==> config.mk <==
export PLATFORM = sky130hd
export DESIGN_NAME = scheme_token_classifier_unit
export DESIGN_NICKNAME = d
export VERILOG_FILES = /design/src/sv/stc_pkg.sv /design/src/sv/scheme_token_classifier_unit.sv
export SDC_FILE = /design/constraint.sdc
export NUM_CORES = 1
export LEC_CHECK = 0
export BUFFER_PORTS_ARGS = -buffer_cell sky130_fd_sc_hd__buf_2
export CAP_MARGIN = 0
export CORE_MARGIN = 3
export CORE_UTILIZATION = 39
export DETAILED_ROUTE_END_ITERATION = 10
export HOLD_SLACK_MARGIN = 0.08
export SYNTH_ARGS = -nofsm -noshare
export SYNTH_HDL_FRONTEND = slang
export SYNTH_SLANG_ARGS = --single-unit
==> constraint.sdc <==
create_clock -name clk -period 2.1 [get_ports clk]
set_clock_uncertainty 0.1 [all_clocks]
set_input_delay 0.315 -clock clk [delete_from_list [all_inputs] [get_ports clk]]
set_output_delay 0.315 -clock clk [all_outputs]
set_load 0.02 [all_outputs]
==> src/sv/stc_pkg.sv <==
// shared constants, types and byte class helpers for the token classifier
// no dependencies
package stc_pkg;

  // byte codes the classifier looks for
  localparam logic [7:0] CH_DOT    = 8'h2E;
  localparam logic [7:0] CH_LOWER_F = 8'h66;
  localparam logic [7:0] CH_LOWER_T = 8'h74;
  localparam logic [7:0] CH_HASH   = 8'h23;
  localparam logic [7:0] CH_BSLASH = 8'h5C;
  localparam logic [7:0] CH_MINUS  = 8'h2D;
  localparam logic [7:0] CH_PLUS   = 8'h2B;
  localparam logic [7:0] CH_QUOTE  = 8'h22;

  // length count saturation and dot count limit
  localparam logic [2:0] POS_MAX  = 3'd7;
  localparam logic [1:0] DOTS_MAX = 2'd2;

  // running token state
  typedef struct packed {
    logic [2:0] position;
    logic [7:0] first_byte;
    logic [7:0] second_byte;
    logic       leading_sign;
    logic       all_digits_ok;
    logic       float_chars_ok;
    logic       digit_seen;
    logic [1:0] dot_count;
    logic       quote_parity;
    logic       alnum_tail_ok;
  } tok_state_t;

  localparam tok_state_t TOK_STATE_RESET = '{
    position:       3'd0,
    first_byte:     8'h00,
    second_byte:    8'h00,
    leading_sign:   1'b0,
    all_digits_ok:  1'b1,
    float_chars_ok: 1'b1,
    digit_seen:     1'b0,
    dot_count:      2'd0,
    quote_parity:   1'b0,
    alnum_tail_ok:  1'b1
  };

  // digits 0-9 only
  function automatic logic is_digit_byte(input logic [7:0] c);
    return c inside {[8'h30:8'h39]};
  endfunction

  // letters A-Z and a-z only
  function automatic logic is_letter_byte(input logic [7:0] c);
    return c inside {[8'h41:8'h5A], [8'h61:8'h7A]};
  endfunction

endpackage

==> src/sv/scheme_token_classifier_unit.sv <==
// token classifier top level: per-byte state update and class flag result
// depends on stc_pkg
//
//  channel | ports                             | transfer
//  --------+-----------------------------------+------------------------------
//  in      | in_char_code, in_last_char        | in_valid & in_ready, 1 byte
//  out     | out_is_integer .. out_is_atom     | out_valid & out_ready, 1 token
//
// one byte per cycle sustained unless a last byte waits on a full result
// register; a byte goes from the input register through the state update,
// and the last byte of a token writes the result register.
// the input register drains while a result waits unless it holds a last byte.
// reset (rst_n low, synchronous) empties both registers and clears the state.
module scheme_token_classifier_unit
  import stc_pkg::*;
(
  input  logic       clk,
  input  logic       rst_n,
  input  logic       in_valid,
  output logic       in_ready,
  input  logic [7:0] in_char_code,
  input  logic       in_last_char,
  output logic       out_valid,
  input  logic       out_ready,
  output logic       out_is_integer,
  output logic       out_is_float,
  output logic       out_is_bool,
  output logic       out_is_char,
  output logic       out_is_string,
  output logic       out_is_atom
);

  // input register
  logic       s1_valid_r;
  logic [7:0] s1_char_r;
  logic       s1_last_r;

  // token state and result register
  tok_state_t st_r, st_nxt, upd;
  logic       out_valid_r;
  logic [5:0] flags_r, flags_nxt;

  logic s1_go;
  logic in_xfer;
  logic first, digit, sign;

  // stage advances unless a last byte meets a full result register
  assign s1_go    = s1_valid_r && (!s1_last_r || !out_valid_r || out_ready);
  assign in_ready = !s1_valid_r || s1_go;
  assign in_xfer  = in_valid && in_ready;

  // per-byte state update
  always_comb begin
    first = (st_r.position == 3'd0);
    digit = is_digit_byte(s1_char_r);
    sign  = first && (s1_char_r == CH_PLUS || s1_char_r == CH_MINUS);
    upd   = st_r;
    if (first) begin
      upd.first_byte = s1_char_r;
    end else if (st_r.position == 3'd1) begin
      upd.second_byte = s1_char_r;
    end
    if (sign) begin
      upd.leading_sign = 1'b1;
    end else begin
      if (!digit) begin
        upd.all_digits_ok = 1'b0;
      end
      if (s1_char_r == CH_DOT) begin
        if (st_r.dot_count < DOTS_MAX) begin
          upd.dot_count = st_r.dot_count + 2'd1;
        end
      end else if (!digit && !(s1_last_r && s1_char_r == CH_LOWER_F)) begin
        upd.float_chars_ok = 1'b0;
      end
    end
    if (digit) begin
      upd.digit_seen = 1'b1;
    end
    if (!first) begin
      if (s1_char_r == CH_QUOTE) begin
        upd.quote_parity = ~st_r.quote_parity;
      end
      if (!digit && !is_letter_byte(s1_char_r)) begin
        upd.alnum_tail_ok = 1'b0;
      end
    end
    if (st_r.position < POS_MAX) begin
      upd.position = st_r.position + 3'd1;
    end
  end

  // class flags from the updated state, used on the last byte
  always_comb begin
    flags_nxt[0] = upd.all_digits_ok && upd.digit_seen;
    flags_nxt[1] = upd.float_chars_ok && (upd.dot_count <= 2'd1) && upd.digit_seen &&
                   (upd.dot_count == 2'd1 || s1_char_r == CH_LOWER_F);
    flags_nxt[2] = (st_r.position >= 3'd1) && (upd.first_byte == CH_HASH) &&
                   (upd.second_byte == CH_LOWER_T || upd.second_byte == CH_LOWER_F);
    flags_nxt[3] = (st_r.position == 3'd2) && (upd.first_byte == CH_HASH) &&
                   (upd.second_byte == CH_BSLASH) && is_letter_byte(s1_char_r);
    flags_nxt[4] = (st_r.position >= 3'd1) && (upd.first_byte == CH_QUOTE) &&
                   (s1_char_r == CH_QUOTE) && upd.quote_parity;
    flags_nxt[5] = is_letter_byte(upd.first_byte) && upd.alnum_tail_ok;
  end

  // next state: clear after the last byte of a token
  always_comb begin
    st_nxt = st_r;
    if (s1_go) begin
      st_nxt = s1_last_r ? TOK_STATE_RESET : upd;
    end
  end

  // input register
  always_ff @(posedge clk) begin
    if (!rst_n) begin
      s1_valid_r <= 1'b0;
    end else if (in_ready) begin
      s1_valid_r <= in_valid;
    end
    if (in_xfer) begin
      s1_char_r <= in_char_code;
      s1_last_r <= in_last_char;
    end
  end

  // token state
  always_ff @(posedge clk) begin
    if (!rst_n) begin
      st_r <= TOK_STATE_RESET;
    end else begin
      st_r <= st_nxt;
    end
  end

  // result register
  always_ff @(posedge clk) begin
    if (!rst_n) begin
      out_valid_r <= 1'b0;
    end else if (s1_go && s1_last_r) begin
      out_valid_r <= 1'b1;
    end else if (out_ready) begin
      out_valid_r <= 1'b0;
    end
    if (s1_go && s1_last_r) begin
      flags_r <= flags_nxt;
    end
  end

  assign out_valid      = out_valid_r;
  assign out_is_integer = flags_r[0];
  assign out_is_float   = flags_r[1];
  assign out_is_bool    = flags_r[2];
  assign out_is_char    = flags_r[3];
  assign out_is_string  = flags_r[4];
  assign out_is_atom    = flags_r[5];

endmodule

; ---- After elaboration in Yosys (flattened, before gate mapping)
; Cells that the tools add are included.
[word_totals]
wordCells = 106
register_bits = 43
input_bits = 13
out_inout_bits = 8
[op_classes]
mux = 19
eq_ne = 13
reduce_logical = 43
add_sub_neg = 2
bitwise = 1
order_cmp = 14
[op_table]
columns = op, n
row1 = $eq A8 B6 Y1 const B, 6
row2 = $eq A8 B7 Y1 const B, 4
row3 = $ge A8 B7 Y1 const B, 4
row4 = $le A8 B7 Y1 const B, 4
row5 = $mux W27, 1
row6 = $logic_and A1 B1 Y1, 25
row7 = $mux W8, 3
row8 = $mux W2, 5
row9 = $mux W1, 9
row10 = $ge A8 B6 Y1 const B, 1
row11 = $le A8 B6 Y1 const B, 1
row12 = $reduce_bool A2 Y1, 4
row13 = $logic_not A1 Y1, 6
row14 = $logic_or A1 B1 Y1, 6
row15 = $add A3 B1 Y3 const B, 1
row16 = $eq A3 B1 Y1 const B, 1
row17 = $eq A3 B2 Y1 const B, 1
row18 = $ge A3 B1 Y1 const B, 1
row19 = $logic_not A3 Y1, 1
row20 = $lt A3 B3 Y1 const B, 1
row21 = $mux W3, 1
row22 = $add A2 B1 Y2 const B, 1
row23 = $eq A2 B1 Y1 const B, 1
row24 = $le A2 B1 Y1 const B, 1
row25 = 3 further kinds, 3

; ---- Longest topological paths before layout
; Gate-level depths: netlist (run 1).
[logic_depth]
word_depth = 10
ltp_mapped = 7
depth_no_buf = 6

; ---- Least setup slack after synthesis (run 1)
; OpenSTA, ideal clock, no wires.
[synth_path]
path_kind = register -> register
start = register st_r[24] in the netlist's numbering
end = register flags_r[2] (data pin)
n_path_buf = 0
period_less_slack_ns = 2.173
path_slack_ns = -0.073
required_time_ns = 1.867
setup_time_ns = 0.133
stages_incl_launch_ff = 7
t_arrival_ns = 1.940
path_cell_list = dfxtp_1 -> inv_1 -> ha_1 -> nor3b_4 -> mux2_2 -> a2111oi_2 -> and3_1
[synth_via]
elab_chain_len = 6
word_cells_on_any_way = 12
classes_between = order compare (1) / eq/ne (4) / mux (3) / reduce/logical (4)
[synth_rtl]
columns = element, line
row1 = from (decl), scheme_token_classifier_unit.sv:39  ; tok_state_t st_r, st_nxt, upd;
row2 = from (signal assigned), scheme_token_classifier_unit.sv:133  ; st_r <= st_nxt;
row3 = $eq A3 B1 Y1, scheme_token_classifier_unit.sv:60  ; end else if (st_r.position == 3'd1) begin
row4 = $mux W8, scheme_token_classifier_unit.sv:60
row5 = $mux W8, scheme_token_classifier_unit.sv:58  ; if (first) begin
row6 = $eq A8 B7 Y1, scheme_token_classifier_unit.sv:99  ; (upd.second_byte == CH_LOWER_T || upd.second_byte == CH_LOWER_F);
row7 = $logic_or A1 B1 Y1, scheme_token_classifier_unit.sv:99
row8 = $logic_and A1 B1 Y1 *, scheme_token_classifier_unit.sv:98  ; flags_nxt[2] = (st_r.position >= 3'd1) && (upd.first_byte == CH_HASH) &&
row9 = net flags_nxt[2], scheme_token_classifier_unit.sv:41  ; logic [5:0] flags_r, flags_nxt;
row10 = to (signal assigned), scheme_token_classifier_unit.sv:147  ; flags_r <= flags_nxt;
row11 = to (decl), scheme_token_classifier_unit.sv:41
; The timed path passes the listed nets; every way through them passes the cells marked *.
; A chain may end at the register's enable or synchronous reset.

; ---- Final worst setup path (run 1)
; Ends and elaborated chain as after synthesis.

==> implementation parameters, run 1 <==
Parameter                              Value

Run status
  Status ... complete, no violations

Critical path
  Kind of cell with the highest combined delay on the critical path ... simple AND/OR/NAND/NOR gates
  Slowest-stage cell, CP ... sky130_fd_sc_hd__dfxtp_2
  Crit Path Max Fanout ... 4
  CP max stage delay ... 0.34 ns
  Worst endpoint required time ... 2.05 ns
  Start point of the critical path ... st_r[24]$_SDFFE_PN0P_
  List of cells traversed by the critical path ... inv_1, ha_4, nor3b_4, buf_4, mux2i_2, a2111oi_4, and3_1
  Origin of the critical flop-to-flop path ... st_r[24]$_SDFFE_PN0P_
  Crit path buffers/inverters ... 2
  Type of element capturing the critical path ... flop
  Data arrival, critical path ... 1.97 ns
  Type of the worst setup path ... flop to flop
  Worst Setup Start Kind ... flop

Pwr
  Power Density ... 608 mW/mm²
  Worst IR drop on VDD ... 374 µV
  P_leak ... 0.00100 µW

Floorplanning
  Initial standard-cell utilization of the core ... 40.5%
  Floorplan core area ... 0.00554 mm²
  Die Y ... 81.9 µm
  Site row count ... 27
  Die area ... 0.00671 mm²
  Horizontal extent of the die ... 81.9 µm
  Num ports ... 21

Route
  Ratio of routed vias to standard cells ... 5.36
  Average routed wire per standard cell ... 16.1 µm
  Pre-antenna DRT Iters ... 4
  Initial drt markers ... 131
  WL final ... 5430 µm
  Antenna viol nets, final ... 0
  Routed via count ... 1810
  Final routed DRC violation total ... 0

Yosys
  Share of flip-flops with an asynchronous set or reset ... 0%
  Post-synth top cells ... 28 x sky130_fd_sc_hd__dfxtp_1, 20 x sky130_fd_sc_hd__nor2b_1, 15 x sky130_fd_sc_hd__edfxtp_1, 15 x sky130_fd_sc_hd__nor2_1, 13 x sky130_fd_sc_hd__a22oi_1
  Dominant cell by count in the synthesized netlist ... sky130_fd_sc_hd__dfxtp_1
  Synth area leaders ... sky130_fd_sc_hd__dfxtp_1 25%, sky130_fd_sc_hd__edfxtp_1 20%, sky130_fd_sc_hd__nor2b_1 5.6%, sky130_fd_sc_hd__a22oi_1 4.3%, sky130_fd_sc_hd__mux2i_1 3.1%
  Count of warnings emitted by yosys ... 0
  Share of the synthesized area in the top cell type ... 25.0%
  Sequential share of the synthesized area ... 45.0%
  Mux cell area share after synthesis ... 4.79%
  Unique cell type count in the Yosys netlist ... 51
  Post-synthesis cell area ... 0.00225 mm²
  Nets in the synthesized netlist ... 241
  XOR/XNOR Fraction of Synth Area ... 1.95%
  Syn Inst Count ... 223
  Simple-gate share of the synthesized area ... 24.8%
  Main combinational cell family by area after synthesis ... simple AND/OR/NAND/NOR gates
  Flip-flop cell with the highest count after synthesis ... sky130_fd_sc_hd__dfxtp_1
  Synth Area in Compound Gates ... 16.7%
  Yosys reg bits ... 43
  Average cell area after synthesis ... 10.1 µm²
  Number of synthesized flops with an enable pin ... 15
  Adder and majority gate portion of the synthesized area ... 2.79%
  Yosys top cell by area ... sky130_fd_sc_hd__dfxtp_1

Layout
  Share of layout cells above drive strength 1 ... 26.7%
  Fillcell total ... 515
  Final standard cell count with taps included and fillers excluded ... 338
  Ant. Diodes ... 0
  Net count of the finished layout ... 283
  Final core utilization ... 49.2%
  Layout area overhead ... 21.4%

Clocking
  CTS Root Cell ... sky130_fd_sc_hd__clkbuf_8
  TritonCTS Sinks ... 43
  Maximum buffer depth of the clock tree ... 2
  CTS H-tree lvls ... 2
  Clock latency reported for the late side of the worst-skew pair ... 0.29 ns
  TritonCTS clock tree ... yes
  Clock-pin slew on the worst setup and hold paths ... 0.07 ns
  Number of clock buffers inserted by TritonCTS ... 5

Timing
  Post-layout minimum cycle time ... 2.02 ns
  Min Hold Slack ... 0.0940 ns
  Maximum operating frequency ... 495 MHz
  Max_slew headroom ... 59.8%
  Final Hold Vio Count ... 0
  Total of endpoints with negative setup slack in the final report ... 0
  Share of the cycle needed by the critical path after routing ... 96.3%
  Final total negative setup slack ... 0 ns
  Worst-Margin Slew ... 0.597 ns
  Number of slew-limit violations in the final report ... 0
  Setup repair after global routing missed its margin ... yes

Placed design
  Count of buffers inserted at the top-level ports ... 20
  Global placer's final weighted congestion ... 0.888
  Placed insts ... 328
  Dpl hpwl ... 3890 µm

Job
  Max Cap Violations ... 0

GRT
  Initial antenna violation count ... 0
  First-pass GRT wire length ... 8870 µm
  Global router's overall resource usage ... 17.7%
  Maximum number of pins on one net before global-route repair ... 24
  Gr ovfl total ... 0
  Via count of the first global-routing pass ... 1798

Worst hold path
  Startpoint of the worst hold path ... in_char_code[5]
  Hold WC Path Type ... primary input to flop
[per-stage QoR]
stage               instance area, µm²  worst slack [ns]  total power [µW]
floorplan                         2250           0.00669              1050
global placement                  2570            0.0642              1130
detailed placement                2570            0.0647              1130
CTS                               2660            0.0383              1660
global route                      2730          -0.00759              1740
finish                            2730            0.0778              1660
[where the power goes]
part	switching (µW)	internal, µW	leakage, µW
sequential	22.7	887	0.000374
clock	263	263	0.0000459
combinational	122	98.8	0.000581
[worst paths after layout]
path	endpoint	slack, ns	cells past startpoint
setup / recovery	flags_r[2]$_DFFE_PP_	0.08	7
hold / removal	s1_char_r[5]$_DFFE_PP_	0.09	1
setup reg to reg	flags_r[2]$_DFFE_PP_	0.08	7
hold reg to reg	st_r[6]$_SDFFE_PN1P_	0.39	2
[cells in the final DEF, fill, tap and decap left out, drive strengths merged, types with 2 or more instances in the layout]
cell type / count
nor2: 15
a31oi: 3
a2111oi: 3
dfxtp: 28
or3: 4
mux2: 3
mux2i: 7
ha: 5
nand4: 2
o211ai: 2
inv: 7
nand2: 8
nor4bb: 3
and3: 5
o21ai: 10
a22oi: 13
a211oi: 2
a21boi: 6
a21oi: 7
nor2b: 20
edfxtp: 15
and2: 3
nand3: 8
nor4: 2
nand2b: 4
xor2: 4
clkbuf: 7
nor3b: 3
buf: 47
nand4b: 3
nand3b: 3
[layout make-up]
class                   instances  area [µm²]  share of cell area, %
clock buffers                   7        86.3                   3.17
clock inverters                 1        3.75                  0.138
inverters                       7        26.3                  0.964
multi-input cells             161        1200                   44.0
flip-flops and latches         43        1010                   37.2
well taps                      72        90.1                   3.30
repair buffers                 47         307                   11.2
[layer usage]
| layer | wire length (µm) | GRT usage, % | share of wire (%) |
|---|---|---|---|
| met3 | 254 | 3.62 | 4.7 |
| met4 | 76 | 4.98 | 1.4 |
| met5 | 0 | 0 | 0 |
| met2 | 2550 | 28.5 | 47 |
| met1 | 2550 | 23.9 | 47 |
[logic make-up (layout without fill, tap and decap cells)]
group,after synthesis,in the layout
AOI/OAI and AO/OA,52,52
and+or+nand+nor,89,89
muxes,10,10
buffers and inverters,19,62
DFF,43,43
xor gates and xnor gates,5,5
adders and majority gates,5,5
[registers in the layout, indices dropped and copies added, names as in the netlist]
signal,cells
st_r,26
s1_valid_r,1
out_valid,1
s1_last_r,1
flags_r,6
s1_char_r,8
[what timing repair did]
item | CTS | global route
gates resized for setup | 0 | 12
hold buffers | 0 | 0
setup endpoints to repair | 0 | 6
buffers inserted | 0 | 2
Power figures use the tool's default switching activity.
==> run 2: changes to the inputs <==
--- a/config.mk
+++ b/config.mk
@@ -11,6 +11,7 @@
 export CORE_UTILIZATION = 39
 export DETAILED_ROUTE_END_ITERATION = 10
 export HOLD_SLACK_MARGIN = 0.08
+export PLACE_DENSITY = 0.58
 export SYNTH_ARGS = -nofsm -noshare
 export SYNTH_HDL_FRONTEND = slang
 export SYNTH_SLANG_ARGS = --single-unit
==> implementation parameters, run 2 (synthesis gave the netlist of run 1 again) <==
Parameter                              Value

Placed design
  Dpl hpwl ... 3850 µm (-1.2%)
  Global placer's final weighted congestion ... 0.863 (-2.7%)
  Count of buffers inserted at the top-level ports ... 20 (unchanged)
  Placed insts ... 327 (-0.30%)
  Worst slack at placement ... -0.00333 ns (-0.0680 ns)

Clocking
  TritonCTS clock tree ... yes
  Clock latency reported for the late side of the worst-skew pair ... 0.30 ns (about the same)
  CTS H-tree lvls ... 2 (unchanged)
  Maximum buffer depth of the clock tree ... 2 (unchanged)
  Number of clock buffers inserted by TritonCTS ... 5 (unchanged)
  Clock-pin slew on the worst setup and hold paths ... 0.08 ns (about the same)
  CTS Root Cell ... sky130_fd_sc_hd__clkbuf_8
  TritonCTS Sinks ... 43 (unchanged)
  Postcts setup bufs ... 0 (unchanged)

GRT
  Global router's overall resource usage ... 17.8% (+0.14 points)
  Maximum number of pins on one net before global-route repair ... 24 (unchanged)
  Via count of the first global-routing pass ... 1778 (-1.1%)
  Gr ovfl total ... 0 (unchanged)
  First-pass GRT wire length ... 8950 µm (+0.94%)
  Initial antenna violation count ... 0 (unchanged)

Critical path
  Worst endpoint required time ... 2.17 ns (+0.12 ns)
  Crit Path Max Fanout ... 4 (unchanged)
  Type of element capturing the critical path ... flop
  Type of the worst setup path ... flop to flop
  Data arrival, critical path ... 2.08 ns (+0.11 ns)
  Worst Setup Start Kind ... flop

Floorplanning
  Num ports ... 21 (unchanged)
  Die area ... 0.00671 mm² (unchanged)
  Die Y ... 81.9 µm (unchanged)
  Horizontal extent of the die ... 81.9 µm (unchanged)
  Site row count ... 27 (unchanged)
  Floorplan core area ... 0.00554 mm² (unchanged)
  Initial standard-cell utilization of the core ... 40.5% (unchanged)

Pwr
  Power Density ... 601 mW/mm² (-1.1%)
  Worst IR drop on VDD ... 372 µV (-0.49%)
  P_leak ... 0.00100 µW (-0.13%)
  Overall Power ... 1650 µW (-0.33%)

Timing
  Worst-Margin Slew ... 0.583 ns (-0.0136 ns)
  Number of slew-limit violations in the final report ... 0 (unchanged)
  Maximum operating frequency ... 497 MHz (+0.59%)
  Post-layout minimum cycle time ... 2.01 ns (-0.0119 ns)
  Final Hold Vio Count ... 0 (unchanged)
  Final total negative setup slack ... 0 ns (unchanged)
  Setup repair after global routing missed its margin ... no
  Max_slew headroom ... 60.8% (+0.91 points)
  Total of endpoints with negative setup slack in the final report ... 0 (unchanged)
  Worst setup margin ... 0.0896 ns (+0.0119 ns)
  Share of the cycle needed by the critical path after routing ... 95.7% (-0.57 points)

Route
  Ratio of routed vias to standard cells ... 5.42 (+1.2%)
  Average routed wire per standard cell ... 16.1 µm (+0.15%)
  WL met2 ... 2590 µm (+1.6%)
  Antenna viol nets, final ... 0 (unchanged)
  Routed via count ... 1838 (+1.5%)
  Topmost layer with routed signal wires ... met4
  Initial drt markers ... 162 (+24%)
  Wl on met1 ... 2460 µm (-3.6%)
  WL final ... 5460 µm (+0.44%)
  Pre-antenna DRT Iters ... 4 (unchanged)
  Met3 Wirelength ... 304 µm (+20%)
  Final routed DRC violation total ... 0 (unchanged)

Layout
  Share of layout cells above drive strength 1 ... 26.6% (-0.10 points)
  Final standard cell count with taps included and fillers excluded ... 339 (+0.30%)
  Layout area overhead ... 22.3%
  Registers with the most flip-flops ... st_r (26), s1_char_r (8), flags_r (6)
  Ant. Diodes ... 0 (unchanged)
  Leading cell type in the layout, fill and taps excluded ... sky130_fd_sc_hd__dfxtp_1
  Net count of the finished layout ... 284 (+0.35%)
  Fillcell total ... 515 (unchanged)
  Max FFs per register ... 26 (unchanged)
  Commonest non-fill, non-tap cells in the layout ... 26 x sky130_fd_sc_hd__dfxtp_1, 23 x sky130_fd_sc_hd__buf_4, 20 x sky130_fd_sc_hd__buf_2
  Largest reg by FF count ... st_r
  Final core utilization ... 49.6% (+0.38 points)

Run status
  Status ... complete, no violations

Job
  Max Cap Violations ... 0 (unchanged)

Worst hold path
  Hold WC Path Type ... primary input to flop
-- run 2: cell count changes in the layout (fill, tap and decap cells not counted), sizes merged --
cell,change
dlygate4sd3,+4
buf,-3
clkbuf,-2
clkinv,+2
-- run 2: worst paths after layout --
kind | from | endpoint | slack (ns) | cells past startpoint
worst max-delay path | st_r[25]$_SDFFE_PN0P_ | flags_r[2]$_DFFE_PP_ | 0.09 | 6
worst min-delay path | in_last_char | s1_last_r$_DFFE_PP_ | 0.09 | 1
worst max register to register | st_r[25]$_SDFFE_PN0P_ | flags_r[2]$_DFFE_PP_ | 0.09 | 6
worst min register to register | st_r[4]$_SDFFE_PN0P_ | st_r[4]$_SDFFE_PN0P_ | 0.37 | 2
-- run 2: through the flow --
stage	instance area, µm²	hold slack [ns]
6_report	2750	0.0867
5_1_grt	2750	0.0802
4_1_cts	2690	0.0820
3_5_place_dp	2560	0.358
3_3_place_gp	2560	0.351
2_1_floorplan	2250	0.314
-- run 2: worst max-delay path, cell delays in order (launching register included) --
cell                        delay [ns]
sky130_fd_sc_hd__dfxtp_2          0.33
sky130_fd_sc_hd__inv_1            0.06
sky130_fd_sc_hd__ha_1             0.20
sky130_fd_sc_hd__nor3b_4          0.18
sky130_fd_sc_hd__or3b_4           0.41
sky130_fd_sc_hd__a2111oi_4        0.39
sky130_fd_sc_hd__and3_1           0.22
-- run 2: final cells by class --
type                    instances  area (µm²)  share of cell area (%)
repair buffers                 48         324                    11.8
clock buffers                   5        68.8                    2.50
flip-flops and latches         43        1010                    36.9
well taps                      72        90.1                    3.28
multi-input cells             161        1210                    44.0
clock inverters                 3        15.0                   0.546
inverters                       7        26.3                   0.956
-- run 2: power breakdown --
part	switching [µW]	internal, µW	total, µW
Sequential	29.0	887	916
Clock	288	228	515
Combinational	117	104	221
-- run 2: per-layer routing --
layer,track usage [%],vias to the layer above
met3,4.06,11
met2,29.3,51
met1,23.1,863
met4,5.65,0
li1,-,913
met5,0,-
-- run 2: repair_timing --
action,CTS,global route
pin swaps,1,2
hold buffers,3,1
setup endpoints to repair,2,6
resized for setup,2,10
endpoints found under the hold margin,3,1
==> run 3: changes to the inputs <==
--- a/config.mk
+++ b/config.mk
@@ -7,11 +7,14 @@
 export LEC_CHECK = 0
 export BUFFER_PORTS_ARGS = -buffer_cell sky130_fd_sc_hd__buf_2
 export CAP_MARGIN = 0
+export CORE_ASPECT_RATIO = 0.5
 export CORE_MARGIN = 3
 export CORE_UTILIZATION = 39
 export DETAILED_ROUTE_END_ITERATION = 10
 export HOLD_SLACK_MARGIN = 0.08
 export PLACE_DENSITY = 0.58
+export SETUP_SLACK_MARGIN = 0.15
+export SLEW_MARGIN = 20
 export SYNTH_ARGS = -nofsm -noshare
 export SYNTH_HDL_FRONTEND = slang
 export SYNTH_SLANG_ARGS = --single-unit
==> implementation parameters, run 3 (synthesis gave the netlist of run 1 again) <==
Parameter                              Value

Run status
  Status ... complete, no violations

Clocking
  CTS Root Cell ... sky130_fd_sc_hd__clkbuf_16
  Clock-pin slew on the worst setup and hold paths ... 0.06 ns (-0.02 ns)
  Number of clock buffers inserted by TritonCTS ... 5 (unchanged)
  TritonCTS clock tree ... yes
  Maximum buffer depth of the clock tree ... 2 (unchanged)
  TritonCTS Sinks ... 43 (unchanged)
  Clock latency reported for the late side of the worst-skew pair ... 0.29 ns (about the same)
  CTS H-tree lvls ... 2 (unchanged)

Route
  Average routed wire per standard cell ... 17.8 µm (+10%)
  WL final ... 6030 µm (+10%)
  Pre-antenna DRT Iters ... 4 (unchanged)
  Routed via count ... 1897 (+3.2%)
  Ratio of routed vias to standard cells ... 5.60 (+3.2%)
  Antenna viol nets, final ... 0 (unchanged)
  Final routed DRC violation total ... 0 (unchanged)
  Initial drt markers ... 132 (-19%)

Layout
  Fillcell total ... 474 (-8.0%)
  Final standard cell count with taps included and fillers excluded ... 339 (unchanged)
  Net count of the finished layout ... 286 (+0.70%)
  Total area of multi-input combinational cells ... 0.00125 mm² (+3.4%)
  Layout area overhead ... 27.0%
  Area of all sequential standard cells ... 0.00102 mm² (+0.25%)
  Max FFs per register ... 26 (unchanged)
  Leading cell type in the layout, fill and taps excluded ... sky130_fd_sc_hd__buf_4
  Share of layout cells above drive strength 1 ... 30.9% (+4.3 points)
  Commonest non-fill, non-tap cells in the layout ... 29 x sky130_fd_sc_hd__buf_4, 26 x sky130_fd_sc_hd__dfxtp_1, 20 x sky130_fd_sc_hd__buf_2
  Registers with the most flip-flops ... st_r (26), s1_char_r (8), flags_r (6)
  Ant. Diodes ... 0 (unchanged)
  Largest reg by FF count ... st_r

GRT
  First-pass GRT wire length ... 9850 µm (+10%)
  Maximum number of pins on one net before global-route repair ... 24 (unchanged)
  Global router's overall resource usage ... 19.3% (+1.5 points)
  Gr ovfl total ... 0 (unchanged)
  Via count of the first global-routing pass ... 1824 (+2.6%)
  Initial antenna violation count ... 0 (unchanged)

Floorplanning
  Initial standard-cell utilization of the core ... 43.0% (+2.4 points)
  Num ports ... 21 (unchanged)
  Floorplan core area ... 0.00523 mm² (-5.7%)
  Die Y ... 59.7 µm (-27%)
  Site row count ... 18 (-33%)
  Die area ... 0.00676 mm² (+0.83%)
  Horizontal extent of the die ... 113 µm (+38%)

Job
  Max Cap Violations ... 0 (unchanged)

Timing
  Number of slew-limit violations in the final report ... 0 (unchanged)
  Worst-Margin Slew ... 0.569 ns (-0.0141 ns)
  Post-layout minimum cycle time ... 1.99 ns (-0.0161 ns)
  Setup repair after global routing missed its margin ... yes
  Total of endpoints with negative setup slack in the final report ... 0 (unchanged)
  Final total negative setup slack ... 0 ns (unchanged)
  Final Hold Vio Count ... 0 (unchanged)
  Maximum operating frequency ... 501 MHz (+0.81%)
  Max_slew headroom ... 61.7% (+0.95 points)
  Share of the cycle needed by the critical path after routing ... 95.0% (-0.77 points)

Pwr
  Worst IR drop on VDD ... 298 µV (-20%)
  P_leak ... 0.00105 µW (+4.9%)
  Power Density ... 672 mW/mm² (+12%)

Critical path
  Worst Setup Start Kind ... flop
  Crit Path Max Fanout ... 5 (+1)
  Data arrival, critical path ... 1.93 ns (-0.15 ns)
  Type of element capturing the critical path ... flop
  Type of the worst setup path ... flop to flop
  Worst endpoint required time ... 2.04 ns (-0.13 ns)

Placed design
  Count of buffers inserted at the top-level ports ... 20 (unchanged)
  Global placer's final weighted congestion ... 0.919 (+6.5%)
  Dpl hpwl ... 4290 µm (+11%)
  Placed insts ... 317 (-3.1%)

Worst hold path
  Hold WC Path Type ... primary input to flop
run 3: changes by cell type in the layout (fill, tap and decap cells not counted), moves of 4 or more:
cell	delta
sky130_fd_sc_hd__dlygate4sd3_1	-4
sky130_fd_sc_hd__clkbuf_16	+5
sky130_fd_sc_hd__buf_4	+6
sky130_fd_sc_hd__clkbuf_8	-5
run 3: metrics by stage:
stage               area [µm²]  hold slack (ns)  setup WS [ns]  utilization, %  total power [µW]
floorplan                 2280            0.314          0.190               -              1060
finish                    2850           0.0996          0.106            54.6              1920
global placement          2520            0.364         0.0700            48.3              1130
detailed placement        2520            0.366         0.0545            48.3              1130
global route              2850           0.0953         0.0535            54.6              1990
CTS                       2750           0.0964          0.146            52.7              1910
run 3: worst paths after layout:
check | end | slack [ns] | from | cells after the start
max | flags_r[2]$_DFFE_PP_ | 0.11 | st_r[24]$_SDFFE_PN0P_ | 7
max reg2reg | flags_r[2]$_DFFE_PP_ | 0.11 | st_r[24]$_SDFFE_PN0P_ | 7
min reg2reg | st_r[3]$_SDFFE_PN0P_ | 0.38 | st_r[3]$_SDFFE_PN0P_ | 2
min | s1_char_r[5]$_DFFE_PP_ | 0.1 | in_char_code[5] | 1
run 3: per-layer routing:
metal | vias up | GRT usage (%) | part of all wire (%)
li1 | 918 | - | -
met1 | 904 | 29.0 | 50
met2 | 68 | 28.0 | 42
met3 | 7 | 4.25 | 7.4
met4 | 0 | 5.31 | 0.80
met5 | - | 0 | 0
run 3: critical path, stage by stage (launching register included):
cell                        delay [ns]
sky130_fd_sc_hd__dfxtp_4          0.39
sky130_fd_sc_hd__inv_4            0.04
sky130_fd_sc_hd__ha_4             0.17
sky130_fd_sc_hd__nor3b_4          0.30
sky130_fd_sc_hd__buf_4            0.18
sky130_fd_sc_hd__mux2i_2          0.31
sky130_fd_sc_hd__a2111oi_4        0.06
sky130_fd_sc_hd__and3_1           0.20
run 3: repair_timing:
item | 4_1_cts | 5_1_grt
buffers inserted | 8 | 6
hold buffers | 0 | 0
resized for setup | 7 | 11
endpoints found under the setup margin | 5 | 23
pin swaps | 7 | 12
run 3: final cells by class:
class | count | area share, %
multi-input cells | 161 | 43.9
repair buffers | 50 | 11.5
flip-flops and latches | 43 | 35.6
clock buffers | 6 | 4.52
clock inverters | 2 | 0.395
inverters | 7 | 1.01
well taps | 70 | 3.07
run 3: where the power goes:
group | internal [µW] | switching, µW
Combinational | 107 | 127
Clock | 440 | 325
Sequential | 887 | 29.5
